--- src/rtl/core/lsrc_pkg.sv ---
`timescale 1ns / 1ps
// ----------------------------------------------------------------------------
// lsrc_pkg
// Shared types and constants of the log sector record checker.
// ----------------------------------------------------------------------------
package lsrc_pkg;

  localparam int          LSRC_SECTOR_BYTES = 4096;
  localparam int          HEADER_BYTES      = 16;
  localparam int          POS_W             = 13;
  localparam int          LEN_W             = 12;
  localparam int          PADDR_W           = 4;
  localparam int          PDATA_W           = 64;
  localparam logic [63:0] MAGIC_RESET       = 64'h4F42_434C_4F47_5631;
  localparam logic [11:0] MAX_LEN_RESET     = 12'd4080;
  localparam logic [31:0] CRC_POLY          = 32'hEDB8_8320;
  localparam logic [31:0] CRC_ONES          = 32'hFFFF_FFFF;

  typedef enum logic [1:0] {
    ST_OK        = 2'd0,
    ST_BAD_MAGIC = 2'd1,
    ST_BAD_LEN   = 2'd2,
    ST_BAD_CRC   = 2'd3
  } status_t;

  typedef struct packed {
    logic [7:0] sector_byte;
    logic       sector_start;
  } item_t;

  typedef struct packed {
    logic  valid;
    item_t item;
  } stage_t;

  typedef struct packed {
    logic [63:0]      magic;
    logic [LEN_W-1:0] max_len;
  } cfg_t;

endpackage

--- src/rtl/core/lsrc_if.sv ---


interface lsrc_out_if import lsrc_pkg::*; ();
  logic             valid;
  logic             ready;
  status_t          status;
  logic [LEN_W-1:0] payload_length;

  modport source (output valid, output status, output payload_length, input ready);
  modport sink   (input valid, input status, input payload_length, output ready);
endinterface

--- src/rtl/core/lsrc_parser.sv ---
`timescale 1ns / 1ps
// ----------------------------------------------------------------------------
// lsrc_parser
// Header parse, length check, CRC-32 update and verdict register.
// ----------------------------------------------------------------------------
module lsrc_parser import lsrc_pkg::*; #(
  parameter int SECTOR_BYTES = LSRC_SECTOR_BYTES
) (
  input  logic       clk,
  input  logic       rst,
  input  cfg_t       cfg,
  input  stage_t     stage,
  output logic       advance,
  lsrc_out_if.source result
);

  localparam int SECT_LIM = SECTOR_BYTES - HEADER_BYTES;

  function automatic logic [31:0] crc_byte(input logic [31:0] crc, input logic [7:0] b);
    logic [31:0] c;
    c = crc ^ {24'd0, b};
    for (int k = 0; k < 8; k++) begin
      c = c[0] ? ((c >> 1) ^ CRC_POLY) : (c >> 1);
    end
    return c;
  endfunction

  logic [POS_W-1:0] pos, pos_next, e_pos;
  logic             mm, mm_next, e_mm;
  logic [31:0]      cap_crc, cap_crc_next, e_cap_crc;
  logic [23:0]      cap_len, cap_len_next, e_cap_len;
  logic [31:0]      run_crc, run_crc_next, e_run_crc;
  logic             vg, vg_next, e_vg;

  logic             o_valid;
  status_t          o_status;
  logic [LEN_W-1:0] o_len;

  logic             fire;
  logic             emit;
  status_t          emit_status;
  logic [LEN_W-1:0] emit_len;
  logic [7:0]       b;
  logic [31:0]      full_len;
  logic [LEN_W-1:0] lim;
  logic [31:0]      crc_new;
  logic             mm_new;

  assign advance = !o_valid || result.ready;
  assign fire    = stage.valid && advance;
  assign b       = stage.item.sector_byte;

  assign full_len = {b, cap_len};
  assign lim      = ({20'd0, cfg.max_len} > 32'(SECT_LIM)) ? LEN_W'(SECT_LIM) : cfg.max_len;

  always_comb begin
    if (stage.item.sector_start) begin
      e_pos     = '0;
      e_mm      = 1'b1;
      e_cap_crc = '0;
      e_cap_len = '0;
      e_run_crc = CRC_ONES;
      e_vg      = 1'b0;
    end else begin
      e_pos     = pos;
      e_mm      = mm;
      e_cap_crc = cap_crc;
      e_cap_len = cap_len;
      e_run_crc = run_crc;
      e_vg      = vg;
    end
  end

  assign mm_new  = e_mm && (b == cfg.magic[{e_pos[2:0], 3'b000} +: 8]);
  assign crc_new = crc_byte(e_run_crc, b);

  always_comb begin
    pos_next     = pos;
    mm_next      = mm;
    cap_crc_next = cap_crc;
    cap_len_next = cap_len;
    run_crc_next = run_crc;
    vg_next      = vg;
    emit         = 1'b0;
    emit_status  = ST_OK;
    emit_len     = '0;
    if (fire) begin
      mm_next      = e_mm;
      cap_crc_next = e_cap_crc;
      cap_len_next = e_cap_len;
      run_crc_next = e_run_crc;
      vg_next      = e_vg;
      pos_next     = e_pos;
      if (!e_vg) begin
        pos_next = e_pos + 1'b1;
        if (e_pos < POS_W'(8)) begin
          mm_next = mm_new;
          if (e_pos == POS_W'(7) && !mm_new) begin
            emit        = 1'b1;
            emit_status = ST_BAD_MAGIC;
          end
        end else if (e_pos < POS_W'(12)) begin
          cap_crc_next[{e_pos[1:0], 3'b000} +: 8] = b;
        end else if (e_pos < POS_W'(HEADER_BYTES)) begin
          if (e_pos == POS_W'(15)) begin
            if (full_len == '0 || full_len > {20'd0, lim}) begin
              emit        = 1'b1;
              emit_status = ST_BAD_LEN;
            end
          end else begin
            cap_len_next[{e_pos[1:0], 3'b000} +: 8] = b;
          end
        end else begin
          run_crc_next = crc_new;
          if ({1'b0, e_pos} >= (14'(e_cap_len[LEN_W-1:0]) + 14'd15)) begin
            emit = 1'b1;
            if ((crc_new ^ CRC_ONES) == e_cap_crc) begin
              emit_status = ST_OK;
              emit_len    = e_cap_len[LEN_W-1:0];
            end else begin
              emit_status = ST_BAD_CRC;
            end
          end
        end
        if (emit) begin
          vg_next = 1'b1;
        end
      end
    end
  end

  always_ff @(posedge clk) begin
    if (rst) begin
      pos     <= '0;
      vg      <= 1'b1;
      mm      <= 1'b1;
      run_crc <= CRC_ONES;
      cap_crc <= '0;
      cap_len <= '0;
      o_valid <= 1'b0;
    end else begin
      pos     <= pos_next;
      vg      <= vg_next;
      mm      <= mm_next;
      run_crc <= run_crc_next;
      cap_crc <= cap_crc_next;
      cap_len <= cap_len_next;
      if (fire && emit) begin
        o_valid <= 1'b1;
      end else if (result.ready) begin
        o_valid <= 1'b0;
      end
    end
  end

  always_ff @(posedge clk) begin
    if (fire && emit) begin
      o_status <= emit_status;
      o_len    <= emit_len;
    end
  end

  assign result.valid          = o_valid;
  assign result.status         = o_status;
  assign result.payload_length = o_len;

  a_ok_has_len : assert property (@(posedge clk) disable iff (rst)
    o_valid && o_status == ST_OK |-> o_len != '0)
    else $error("valid verdict with zero length");

  a_bad_no_len : assert property (@(posedge clk) disable iff (rst)
    o_valid && o_status != ST_OK |-> o_len == '0)
    else $error("rejected verdict carries a length");

  a_verdict_closes : assert property (@(posedge clk) disable iff (rst)
    fire && emit |=> vg)
    else $error("sector still open after verdict");

  a_idle_holds_pos : assert property (@(posedge clk) disable iff (rst)
    fire && vg && !stage.item.sector_start |=> $stable(pos))
    else $error("position moved after verdict");

endmodule

--- src/flat_wrapper.sv ---
// flat-port wrapper written by rule: the top's interface ports become plain ports
module lsrc_parser_flat import lsrc_pkg::*;
#(
  parameter int SECTOR_BYTES = LSRC_SECTOR_BYTES
)
  (clk, rst, cfg, stage, advance, result_valid, result_status, result_payload_length, result_ready);
  lsrc_out_if result_i ();
  input  logic clk;
  input  logic rst;
  input  cfg_t cfg;
  input  stage_t stage;
  output logic advance;
  output wire logic [$bits(result_i.valid)-1:0] result_valid;
  output wire logic [$bits(result_i.status)-1:0] result_status;
  output wire logic [$bits(result_i.payload_length)-1:0] result_payload_length;
  input wire logic [$bits(result_i.ready)-1:0] result_ready;
  assign result_valid = result_i.valid;
  assign result_status = result_i.status;
  assign result_payload_length = result_i.payload_length;
  assign result_i.ready = result_ready;
  lsrc_parser #(.SECTOR_BYTES(SECTOR_BYTES)) u_core (.clk(clk), .rst(rst), .cfg(cfg), .stage(stage), .advance(advance), .result(result_i));
endmodule
--- config.mk ---
export PLATFORM = sky130hd
export DESIGN_NAME = lsrc_parser_flat
export DESIGN_NICKNAME = d
export VERILOG_FILES = /design/src/rtl/core/lsrc_pkg.sv /design/src/rtl/core/lsrc_if.sv /design/src/rtl/core/lsrc_parser.sv /design/src/flat_wrapper.sv
export SDC_FILE = /design/constraint.sdc
export NUM_CORES = 1
export LEC_CHECK = 0
export BUFFER_PORTS_ARGS = -buffer_cell sky130_fd_sc_hd__buf_4
export CORE_UTILIZATION = 35
export CTS_CLUSTER_SIZE = 8
export DETAILED_ROUTE_END_ITERATION = 6
export GPL_ROUTABILITY_DRIVEN = 0
export SLEW_MARGIN = 20
export SYNTH_ARGS = -nofsm -noshare
export SYNTH_HDL_FRONTEND = slang
export SYNTH_SLANG_ARGS = --single-unit
export TNS_END_PERCENT = 5
--- constraint.sdc ---
create_clock -name clk -period 6.63 [get_ports clk]
set_input_delay 1.326 -clock clk [delete_from_list [all_inputs] [get_ports clk]]
set_output_delay 1.326 -clock clk [all_outputs]
set_load 0.02 [all_outputs]
* After elaboration in Yosys (flattened, before gate mapping)
Cells that the tools add are included.
Word-level totals: register bits after elaboration 118, input bits 89, output and inout bits 16, word-level logic and storage cells 107
Cells by class: add/sub/neg operators 3, $lt $le $gt $ge 6, equal/unequal tests 4, shift operators 5, mux-type cells 55, bitwise operators 13, reduce and logical (&&, ||, !) cells 12
Operator list (number):
- two-way mux 32 bit | 17
- two-way mux 24 bit | 6
- inverter 13 -> 14 bit | 8
- indexed part select 64 x 7 -> 8 bit | 1
- bitwise mux 32 bit | 1
- == test 32 bit | 1
- > comparator 32 x 12 -> 1 bit | 1
- logical NOT 32 bit | 1
- inverter 32 bit | 1
- variable shift 8 x 7 -> 32 bit, first input constant | 1
- indexed part select 8 x 7 -> 32 bit | 1
- XOR 32 x 8 -> 32 bit | 1
- less-than comparator 13 x 4 -> 1 bit, second input constant | 2
- two-way mux 13 bit | 2
- bitwise mux 24 bit | 1
- variable shift 8 x 7 -> 24 bit, first input constant | 1
- indexed part select 8 x 7 -> 24 bit | 1
- two-way mux 1 bit | 20
- >= comparator 13 x 14 -> 1 bit | 1
- two-way mux 2 bit | 7
- adder 12 x 4 -> 13 bit, second input constant | 1
- adder 13 x 1 -> 13 bit, second input constant | 1
- == test 13 x 3 -> 1 bit, second input constant | 1
- == test 13 x 4 -> 1 bit, second input constant | 1
- 12 further kinds | 19

* Depth between registers and ports, before layout
Gate-level depths: netlist of run 1.
depth in word-level cells 25, gate-level depth with buffers 21, depth with buffers taken out 14

* Worst setup path after synthesis of run 1
Ideal clock, no wire load.
path kind input-to-reg, from input port stage[0] (netlist bit), to register u_core.o_len[0], in the netlist u_core.result.payload_length[0] (enable), setup time 0.384 ns, data arrival time 5.267 ns, required time 6.246 ns, path slack 0.979 ns, stages on the path 20, buffers on the path 10, cells stage by stage buf_4 -> buf_4 -> buf_4 -> buf_2 -> buf_2 -> buf_4 -> clkbuf_1 -> buf_1 -> buf_1 -> clkbuf_1 -> nor2_1 -> xnor2_1 -> ha_1 -> a21oi_1 -> o21ai_0 -> a31oi_1 -> o21ai_0 -> a221o_1 -> a211oi_1 -> nor2_1
On the way: longest elaborated chain between the ends 13, elaborated cells between the ends (all ways) 27, classes of those cells add/sub (1); order compare (4); eq/ne (3); shift (1); mux (14); reduce/logical (4)
Ends and longest elaborated chain:
- start: declaration | line flat_wrapper.sv:11 | input stage_t stage;
- parallel branches: the longest is 10 deep, another holds >= comparator 13 x 14 -> 1 bit
- two-way mux 1 bit * | line lsrc_parser.sv:94 | if (!e_vg) begin
- two-way mux 1 bit * | line lsrc_parser.sv:87 | if (fire) begin
- logical AND 1 bit * | line lsrc_parser.sv:157 | if (fire && emit) begin
- end signal: assignment | line lsrc_parser.sv:159 | o_len <= emit_len;
- end: declaration | line lsrc_parser.sv:37 | logic [LEN_W-1:0] o_len;
Every way passes the cells marked *. The select of a mux whose other input is x is not followed. A chain may end at the register's enable or synchronous reset.

* Worst setup path after layout of run 1
from input port stage[0] (netlist bit), to register u_core.o_len[1], in the netlist u_core.result.payload_length[1] (enable)
Same word-level chain as after synthesis.

==> flow_metrics.env, run 1 <==
export IMPL_hold_violations=0
export IMPL_fin_crit_sh_pct=75.2
export IMPL_synthCells=1026
export IMPL_synth_distinct_cells=69
export IMPL_detailed_place_hpwl_um=18500
export IMPL_start_kind="primary input"
export IMPL_cpMostUsedCell="buf_4"
export IMPL_cts_setup_buffers=0
export IMPL_cts_tree="done"
export IMPL_crit_required_ps=6790
export IMPL_antennaDiodeCount=0
export IMPL_syn_cell_area_um2=8690
export IMPL_swShare_pct=26.5
export IMPL_power_switching_w=0.000530
export IMPL_viasPerCell=5.37
export IMPL_syn_to_final_growth_pct=17.5
export IMPL_ir_drop_mv=0.135
export IMPL_cts_resized=0
export IMPL_drtIter0Drc=637
export IMPL_p_comb_share_pct=18.4
export IMPL_critPathMaxStageDelay_ps=540
export IMPL_fp_dieArea_um2=25500
export IMPL_clk_path_buf_depth=2
export IMPL_die_w_um=160
export IMPL_die_y_um=160
export IMPL_cts_buffers=17
export IMPL_min_period_ps=4990
export IMPL_worstSetupEndpointType="flop"
export IMPL_yosysSeqAreaShare_pct=28.8
export IMPL_max_freq_ghz=0.200
export IMPL_clock_sinks=118
export IMPL_cp_arrival_ps=5150
export IMPL_holdBufCountCts=0
export IMPL_seq_area_um2=2500
export IMPL_async_flop_share_pct=0
export IMPL_wire_per_inst_um=18.1
export IMPL_routed_wl_um=25700
export IMPL_fp_row_count=57
export IMPL_yosysTopAreaCell="dfxtp_1"
export IMPL_synth_edf_count=14
export IMPL_cp_buffers_inverters=5
export IMPL_fin_skew_ps=6.86
export IMPL_drv_cap=0
export IMPL_core_um2=24300
export IMPL_synth_area_per_cell_um2=8.47
export IMPL_slowest_stage="buf_4"
export IMPL_ys_warnings_count=0
export IMPL_dr_pass1_iters=5
export IMPL_grt_pass1_vias=7150
export IMPL_final_nets=1208
export IMPL_path_class="primary input to flop"
export IMPL_seq_power_share_pct=36.2
export IMPL_tightest_slew_ps=1120
export IMPL_layout_setup_ws_ps=1640
export IMPL_status="finished clean"
export IMPL_crit_fanout=60
export IMPL_cpLargestDelayFamily="buffers and inverters"
export IMPL_p_per_area_nw_per_um2=196
export IMPL_drcViolationCount=0
export IMPL_pre_cts_slack_ps=1300
export IMPL_postSynthNetCount=1147
export IMPL_crit_chain="buf_4 -> inv_1 -> buf_4 -> nand2_1 -> inv_1 -> ha_1 -> a21o_1 -> a21oi_1 -> o21ai_0 -> a31oi_1 -> o21ai_0 -> a221o_1 -> a211oi_1 -> nor2_1 -> buf_4"
export IMPL_ant_nets=0
export IMPL_rsz0062_at_grt="no"
export IMPL_io_pins=105
export IMPL_cts_root_buf="clkbuf_16"
export IMPL_synth_flop_cell="dfxtp_1"
export IMPL_yosysMostFrequentCell="nor2_1"
export IMPL_drive_above_1_share_pct=16.8
export IMPL_grt_overflow=0
export IMPL_multi_input_area_um2=5740
export IMPL_synth_area_leaders="dfxtp_1, xnor2_1, nor2_1"
export IMPL_track_usage_pct=20.2
export IMPL_grt_pass1_wl_um=40400
export IMPL_finalSetupViolCount=0
export IMPL_maxSlewHeadroom_pct=24.3
export IMPL_synth_top_area_share_pct=24.0
export IMPL_synth_commonest_cells="nor2_1, dfxtp_1, xnor2_1, nand2_1, a22oi_1"
export IMPL_intPower_w=0.00147
export IMPL_clkTransAtPathRegs_ps=60
export IMPL_p_leak_nw=3.90
export IMPL_cts_htree_levels=4
export IMPL_ys_seq_elements=118
export IMPL_initial_core_util_pct=35.7
export IMPL_clk_latency_ps=420
export IMPL_clkPwrFrac_pct=45.4
export IMPL_fillers=2420
export IMPL_io_buffer_count=104
export IMPL_min_path_type="flop to flop"
export IMPL_slew_viol_final=0
export IMPL_fin_util_pct=42.0
export IMPL_grt_max_degree=78
export IMPL_routed_via_count=7642
export IMPL_antenna_found_initial=0
export IMPL_tns_ps=0
==> flip-flops by register name, summed over array words and instances, names as in the netlist <==
name,flops
u_core.cap_crc,32
u_core.cap_len,24
u_core.mm,1
u_core.pos,13
u_core.result.payload_length,12
u_core.result.status,2
u_core.result.valid,1
u_core.run_crc,32
u_core.vg,1
==> cell type report <==
type | count | area share (%)
Inverter | 32 | 1.20
Clock inverter | 8 | 0.956
Clock buffer | 23 | 4.70
Sequential cell | 118 | 24.5
Timing Repair Buffer | 115 | 8.46
Tap cell | 324 | 3.97
Multi-Input combinational cell | 803 | 56.2
==> logic make-up (layout without fill, tap and decap cells) <==
kind of cell | after synthesis | count (layout) | synth area share [%]
buffers and inverters | 105 | 178 | 5.20
flip-flops | 118 | 118 | 28.8
multiplexers | 26 | 26 | 3.89
AO/OA/AOI/OAI | 199 | 199 | 15.6
XOR/XNOR | 158 | 158 | 19.1
adder cells (fa/ha/maj) | 32 | 32 | 4.61
AND/OR/NAND/NOR | 388 | 388 | 22.8
==> worst register-to-register path: cells and delay by family (launching register included) <==
kind / cells / cell delay, ps
compound gates: 4 / 1000
xor+xnor: 3 / 1410
flops: 1 / 440
simple gates: 2 / 880
==> per-stage QoR <==
step | hold WS [ps] | power (W) | area [µm²] | instances
after global routing | 531 | 0.00207 | 10200 | 1423
after CTS | 505 | 0.00201 | 10200 | 1423
after floorplan | 446 | 0.000999 | 8690 | 1026
final | 501 | 0.00200 | 10200 | 1423
after global placement | 488 | 0.00110 | 9630 | 1392
after detailed placement | 490 | 0.00110 | 9630 | 1392
==> per-layer routing <==
metal  GRT usage (%)  wire, µm
met1            29.0     12200
met2            31.5     11800
met3            2.63      1400
met4            5.99       318
met5               0         0
==> path summary, 6_finish.rpt <==
path,start,end,slack (ps),cells past startpoint
max,stage[0],u_core.result.payload_length[1]$_SDFFCE_PP0P_,1640,15
min reg2reg,u_core.run_crc[24]$_SDFFE_PP1P_,u_core.run_crc[24]$_SDFFE_PP1P_,500,2
max reg2reg,u_core.run_crc[4]$_SDFFE_PP1P_,u_core.result.status[0]$_SDFFCE_PP0P_,2640,9
min,u_core.run_crc[24]$_SDFFE_PP1P_,u_core.run_crc[24]$_SDFFE_PP1P_,500,2
==> cells in the final DEF (no fill, tap or decap), drive strengths merged, types with 33 or more instances in the layout <==
cell type	synthesis	routed
nor3	33	33
xor2	42	42
nand2	63	63
o22ai	39	39
buf	29	115
nand2b	38	38
xnor2	102	102
dfxtp	104	104
a22oi	56	56
nor2	140	140
==> power by group through the flow <==
stage | Sequential (W) | Clock [W] | Combinational, W
final | 0.000725 | 0.000910 | 0.000368
after detailed placement | 0.000740 | 0 | 0.000365
after global routing | 0.000725 | 0.000952 | 0.000396
after floorplan | 0.000738 | 0 | 0.000261
after global placement | 0.000740 | 0 | 0.000364
after CTS | 0.000725 | 0.000923 | 0.000367
No activity file was read; power rests on OpenSTA's default activity.
==> run 2: changes to the inputs <==
==> constraint.sdc (replaced) <==
create_clock -name clk -period 4.6 [get_ports clk]
set_input_delay 0.92 -clock clk [delete_from_list [all_inputs] [get_ports clk]]
set_output_delay 0.92 -clock clk [all_outputs]
set_load 0.02 [all_outputs]
==> run 2 against run 1 <==
Compared with the run above: design area rose by 2.2%; sequential cell count stayed put; via count is 3.6% higher; register-to-register slack got worse by 2000 ps; critical path depth down 5; largest power group unchanged; highest routed layer unchanged.
==> flow_metrics.env, run 2 (synthesis gave the netlist of run 1 again) <==
export IMPL_critPathMaxStageDelay_ps=720
export IMPL_fin_crit_sh_pct=89.9
export IMPL_grtUsageMet2_pct=33.3
export IMPL_intPower_w=0.00212
export IMPL_crit_chain="buf_4 -> xnor2_1 -> xnor2_1 -> xnor2_1 -> mux2_2 -> a211oi_1 -> nand4_1 -> or4_1 -> buf_4 -> nor3_2"
export IMPL_cts_tree="done"
export IMPL_clock_sinks=118
export IMPL_io_pins=105
export IMPL_fin_cells=1445
export IMPL_cpLargestDelayFamily="XOR/XNOR gates"
export IMPL_clk_latency_ps=440
export IMPL_final_common_cell="nor2_1"
export IMPL_fin_skew_ps=9.07
export IMPL_min_path_type="flop to flop"
export IMPL_cts_setup_buffers=0
export IMPL_holdBufCountCts=0
export IMPL_core_um2=24300
export IMPL_drv_cap=0
export IMPL_initial_core_util_pct=35.7
export IMPL_grt_pass1_wl_um=41700
export IMPL_io_buffer_count=104
export IMPL_max_freq_ghz=0.242
export IMPL_power_switching_w=0.000885
export IMPL_crit_required_ps=4880
export IMPL_die_y_um=160
export IMPL_p_leak_nw=4.03
export IMPL_cts_htree_levels=4
export IMPL_crit_fanout=8
export IMPL_hold_violations=0
export IMPL_slew_viol_final=0
export IMPL_clkPwrFrac_pct=46.7
export IMPL_fp_dieArea_um2=25500
export IMPL_fp_row_count=57
export IMPL_finalSetupViolCount=0
export IMPL_dr_pass1_iters=5
export IMPL_maxSlewHeadroom_pct=25.6
export IMPL_tightest_slew_ps=1120
export IMPL_layout_common_cells="nor2_1, buf_4, dfxtp_1"
export IMPL_status="finished clean"
export IMPL_clkTransAtPathRegs_ps=70
export IMPL_swShare_pct=29.4
export IMPL_final_nets=1229
export IMPL_dp_cells=1413
export IMPL_p_comb_share_pct=18.6
export IMPL_start_kind="primary input"
export IMPL_drcViolationCount=0
export IMPL_cts_root_buf="clkbuf_16"
export IMPL_slowest_stage="or4_1"
export IMPL_die_w_um=160
export IMPL_path_class="primary input to flop"
export IMPL_p_per_area_nw_per_um2=288
export IMPL_track_usage_pct=20.8
export IMPL_grt_max_degree=106
export IMPL_viasPerCell=5.48
export IMPL_reg_top3="u_core.cap_crc (32), u_core.run_crc (32), u_core.cap_len (24)"
export IMPL_wire_per_inst_um=18.4
export IMPL_total_power_w=0.00301
export IMPL_met3_usage_pct=4.01
export IMPL_ir_drop_mv=0.273
export IMPL_cp_arrival_ps=4420
export IMPL_grt_overflow=0
export IMPL_antenna_found_initial=0
export IMPL_routed_via_count=7918
export IMPL_rsz0062_at_grt="no"
export IMPL_routed_wl_um=26600
export IMPL_cts_buffers=17
export IMPL_syn_to_final_growth_pct=20.0
export IMPL_antennaDiodeCount=0
export IMPL_cpMostUsedCell="xnor2_1"
export IMPL_grt_util_met1_pct=28.2
export IMPL_drive_above_1_share_pct=19.2
export IMPL_tns_ps=0
export IMPL_grt_busiest_layer="met2"
export IMPL_cts_resized=0
export IMPL_worstSetupEndpointType="flop"
export IMPL_clk_path_buf_depth=2
export IMPL_min_period_ps=4130
export IMPL_drtIter0Drc=588
export IMPL_detailed_place_hpwl_um=19200
export IMPL_ant_nets=0
export IMPL_seq_power_share_pct=34.7
export IMPL_cp_buffers_inverters=2
export IMPL_grt_pass1_vias=7450
-- run 2: changes by cell type in the layout (fill, tap and decap cells not counted), sizes merged --
cell and change:
buf +21, clkbuf -6, clkinvlp -3, inv +10
-- run 2: final cells by class --
| cell class | instances | area [µm²] |
|---|---|---|
| Timing Repair Buffer | 136 | 1030 |
| Clock inverter | 15 | 179 |
| Tap cell | 324 | 405 |
| Multi-Input combinational cell | 803 | 5760 |
| Inverter | 32 | 123 |
| Clock buffer | 17 | 425 |
| Sequential cell | 118 | 2500 |
| Fill cell | 2378 | 13900 |
-- run 2: final timing paths --
path | start | to | slack [ps] | cells after the start
hold reg to reg | u_core.run_crc[16]$_SDFFE_PP1P_ | u_core.run_crc[16]$_SDFFE_PP1P_ | 500 | 2
hold / removal | u_core.run_crc[16]$_SDFFE_PP1P_ | u_core.run_crc[16]$_SDFFE_PP1P_ | 500 | 2
setup reg to reg | u_core.run_crc[1]$_SDFFE_PP1P_ | u_core.result.payload_length[2]$_SDFFCE_PP0P_ | 640 | 10
setup / recovery | stage[2] | u_core.result.payload_length[2]$_SDFFCE_PP0P_ | 470 | 10
-- run 2: worst register-to-register path, stage by stage (launching register included) --
cell and delay, ps:
dfxtp_1 500, xnor2_1 230, nor2_1 130, xnor2_1 660, xnor2_1 300, mux2_2 380
a211oi_1 330, nand4_1 170, or4_1 720, buf_4 270, nor3_2 120
-- run 2: power by group through the flow --
stage,clock (W),sequential [W],combinational (W)
after floorplan,0,0.00106,0.000378
after global placement,0,0.00107,0.000551
after detailed placement,0,0.00107,0.000552
after CTS,0.00141,0.00104,0.000555
after global routing,0.00145,0.00104,0.000595
final,0.00140,0.00104,0.000559
-- run 2: layer usage --
layer | vias up | share of wire [%]
li1 | 3775 | -
met1 | 3806 | 46
met2 | 301 | 45
met3 | 36 | 6.9
met4 | 0 | 1.9
met5 | - | 0
-- run 2: per-stage QoR --
step	area (µm²)	utilization, %	hold slack [ps]	setup slack, ps
after floorplan	8720	-	446	0.661
after global placement	9820	40.4	464	77.8
after detailed placement	9820	40.4	487	47.4
after CTS	10400	42.9	504	488
after global routing	10400	42.9	514	341
final	10400	42.9	504	467
==> run 3: changes to the inputs <==
==> constraint.sdc (replaced) <==
create_clock -name clk -period 4.6 [get_ports clk]
set_input_delay 0.46 -clock clk [delete_from_list [all_inputs] [get_ports clk]]
set_output_delay 0.46 -clock clk [all_outputs]
set_load 0.02 [all_outputs]
==> run 3 against run 2 <==
Compared with the run above: maximum frequency rose by 6.6%; utilization shrank 0.42 points; global-route usage up 0.20 points; sequential power hardly changed; via count shrank 2.2%; first-iteration DRC count rose by 9.5%; largest power group unchanged.
==> flow_metrics.env, run 3 (synthesis gave the netlist of run 1 again) <==
export IMPL_total_power_w=0.00298
export IMPL_endpoint="u_core.result.payload_length[11]$_SDFFCE_PP0P_"
export IMPL_cts_resized=0
export IMPL_worstSetupEndpointType="flop"
export IMPL_tns_ps=0
export IMPL_grt_pass1_wl_um=41900
export IMPL_initial_core_util_pct=35.7
export IMPL_fp_row_count=57
export IMPL_p_per_area_nw_per_um2=288
export IMPL_cp_startpoint="u_core.run_crc[3]$_SDFFE_PP1P_"
export IMPL_fp_dieArea_um2=25500
export IMPL_grt_pass1_vias=7372
export IMPL_slew_viol_final=0
export IMPL_hold_violations=0
export IMPL_seq_area_um2=2500
export IMPL_min_path_type="primary input to flop"
export IMPL_cts_root_buf="clkbuf_16"
export IMPL_cts_buffers=17
export IMPL_grt_util_met1_pct=30.0
export IMPL_timing_hold_ws_ps=408
export IMPL_dp_cells=1400
export IMPL_clk_latency_ps=430
export IMPL_cts_setup_buffers=0
export IMPL_drtIter0Drc=644
export IMPL_io_buffer_count=104
export IMPL_reg_top3="u_core.cap_crc (32), u_core.run_crc (32), u_core.cap_len (24)"
export IMPL_grt_max_degree=106
export IMPL_routed_wl_um=26300
export IMPL_r2r_end="u_core.result.payload_length[11]$_SDFFCE_PP0P_"
export IMPL_grt_busiest_layer="met2"
export IMPL_fillers=2360
export IMPL_clock_sinks=118
export IMPL_start_kind="flop"
export IMPL_drcViolationCount=0
export IMPL_fin_cells=1432
export IMPL_slowest_stage="or4_1"
export IMPL_holdBufCountCts=0
export IMPL_syn_to_final_growth_pct=18.9
export IMPL_io_pins=105
export IMPL_clk_path_buf_depth=2
export IMPL_dr_pass1_iters=5
export IMPL_layout_setup_ws_ps=724
export IMPL_min_period_ps=3880
export IMPL_wire_per_inst_um=18.4
export IMPL_cts_tree="done"
export IMPL_status="finished clean"
export IMPL_drive_above_1_share_pct=18.1
export IMPL_fin_skew_ps=9.02
export IMPL_met3_usage_pct=3.18
export IMPL_clkTransAtPathRegs_ps=60
export IMPL_r2r_slack_ps=720
export IMPL_rsz0062_at_grt="no"
export IMPL_antennaDiodeCount=0
export IMPL_finalSetupViolCount=0
export IMPL_final_nets=1216
export IMPL_die_w_um=160
export IMPL_critPathMaxStageDelay_ps=640
export IMPL_fin_crit_sh_pct=84.3
export IMPL_ir_drop_mv=0.306
export IMPL_final_common_cell="nor2_1"
export IMPL_antenna_found_initial=0
export IMPL_crit_fanout=12
export IMPL_core_um2=24300
export IMPL_reg2regPathDepth=10
export IMPL_multi_input_area_um2=5750
export IMPL_routed_via_count=7745
export IMPL_cts_htree_levels=4
export IMPL_cpMostUsedCell="xnor3_2"
export IMPL_cp_arrival_ps=4120
export IMPL_track_usage_pct=21.0
export IMPL_detailed_place_hpwl_um=18700
export IMPL_pre_cts_slack_ps=550
export IMPL_viasPerCell=5.41
export IMPL_p_leak_nw=3.96
export IMPL_grt_overflow=0
export IMPL_r2r_start="u_core.run_crc[3]$_SDFFE_PP1P_"
export IMPL_die_y_um=160
export IMPL_layout_common_cells="nor2_1, buf_4, dfxtp_1"
export IMPL_tightest_slew_ps=1080
export IMPL_grtUsageMet2_pct=32.2
export IMPL_drv_cap=0
export IMPL_ant_nets=0
export IMPL_maxSlewHeadroom_pct=28.2
export IMPL_crit_chain="nor2_8 -> xnor2_4 -> xnor3_2 -> xnor3_2 -> xnor2_2 -> nor4b_2 -> nor4_1 -> or4_1 -> buf_4 -> nor3_1"
export IMPL_path_class="flop to flop"
export IMPL_crit_required_ps=4850
export IMPL_max_freq_ghz=0.258
[run 3: changes by cell type in the layout (fill, tap and decap cells not counted), moves of 2 or more]
cell        previous run  this run
inv_8                  3         0
clkinv_2               0         5
nor2_2                 1         3
nor2_4                 2         0
clkbuf_8               0         2
buf_4                135       122
inv_6                  6         0
clkinvlp_4             0         3
[run 3: how the worst min path moves through the flow]
stage | from | to | slack (ps) | cells past startpoint
final | stage[9] | u_core.mm$_SDFFE_PP1P_ | 410 | 3
after global routing | stage[9] | u_core.mm$_SDFFE_PP1P_ | 420 | 3
after CTS | stage[9] | u_core.mm$_SDFFE_PP1P_ | 400 | 3
after detailed placement | u_core.run_crc[28]$_SDFFE_PP1P_ | u_core.run_crc[28]$_SDFFE_PP1P_ | 470 | 2
after global placement | u_core.run_crc[28]$_SDFFE_PP1P_ | u_core.run_crc[28]$_SDFFE_PP1P_ | 480 | 2
after floorplan | u_core.run_crc[28]$_SDFFE_PP1P_ | u_core.run_crc[28]$_SDFFE_PP1P_ | 450 | 2
[run 3: routing by layer]
| layer | vias to the layer above | part of all wire, % |
|---|---|---|
| li1 | 3747 | - |
| met1 | 3693 | 47 |
| met2 | 277 | 45 |
| met3 | 28 | 6.4 |
| met4 | 0 | 1.4 |
| met5 | - | 0 |
[run 3: where the power goes]
group / internal, W / switching (W) / total (W)
logic: 0.000251 / 0.000298 / 0.000549
registers: 0.00104 / 0.00000550 / 0.00105
clock network: 0.000875 / 0.000507 / 0.00138
[run 3: area by class of cell]
type	count	area share, %
Sequential cell	118	24.2
Clock buffer	19	4.39
Multi-Input combinational cell	803	55.7
Inverter	32	1.19
Clock inverter	13	1.50
Tap cell	324	3.93
Timing Repair Buffer	123	9.06
[run 3: critical path: cells and delay by family, from the launching register on]
kind	cells	cell delay, ps
flip-flops	1	610
XOR/XNOR	4	1590
buffers and inverters	1	250
AND/OR/NAND/NOR	5	1240
[run 3: metrics by stage]
step | utilization, % | instance area (µm²)
2_1_floorplan | - | 8690
4_1_cts | 42.4 | 10300
5_1_grt | 42.5 | 10300
3_5_place_dp | 39.9 | 9710
3_3_place_gp | 39.9 | 9700
6_report | 42.5 | 10300
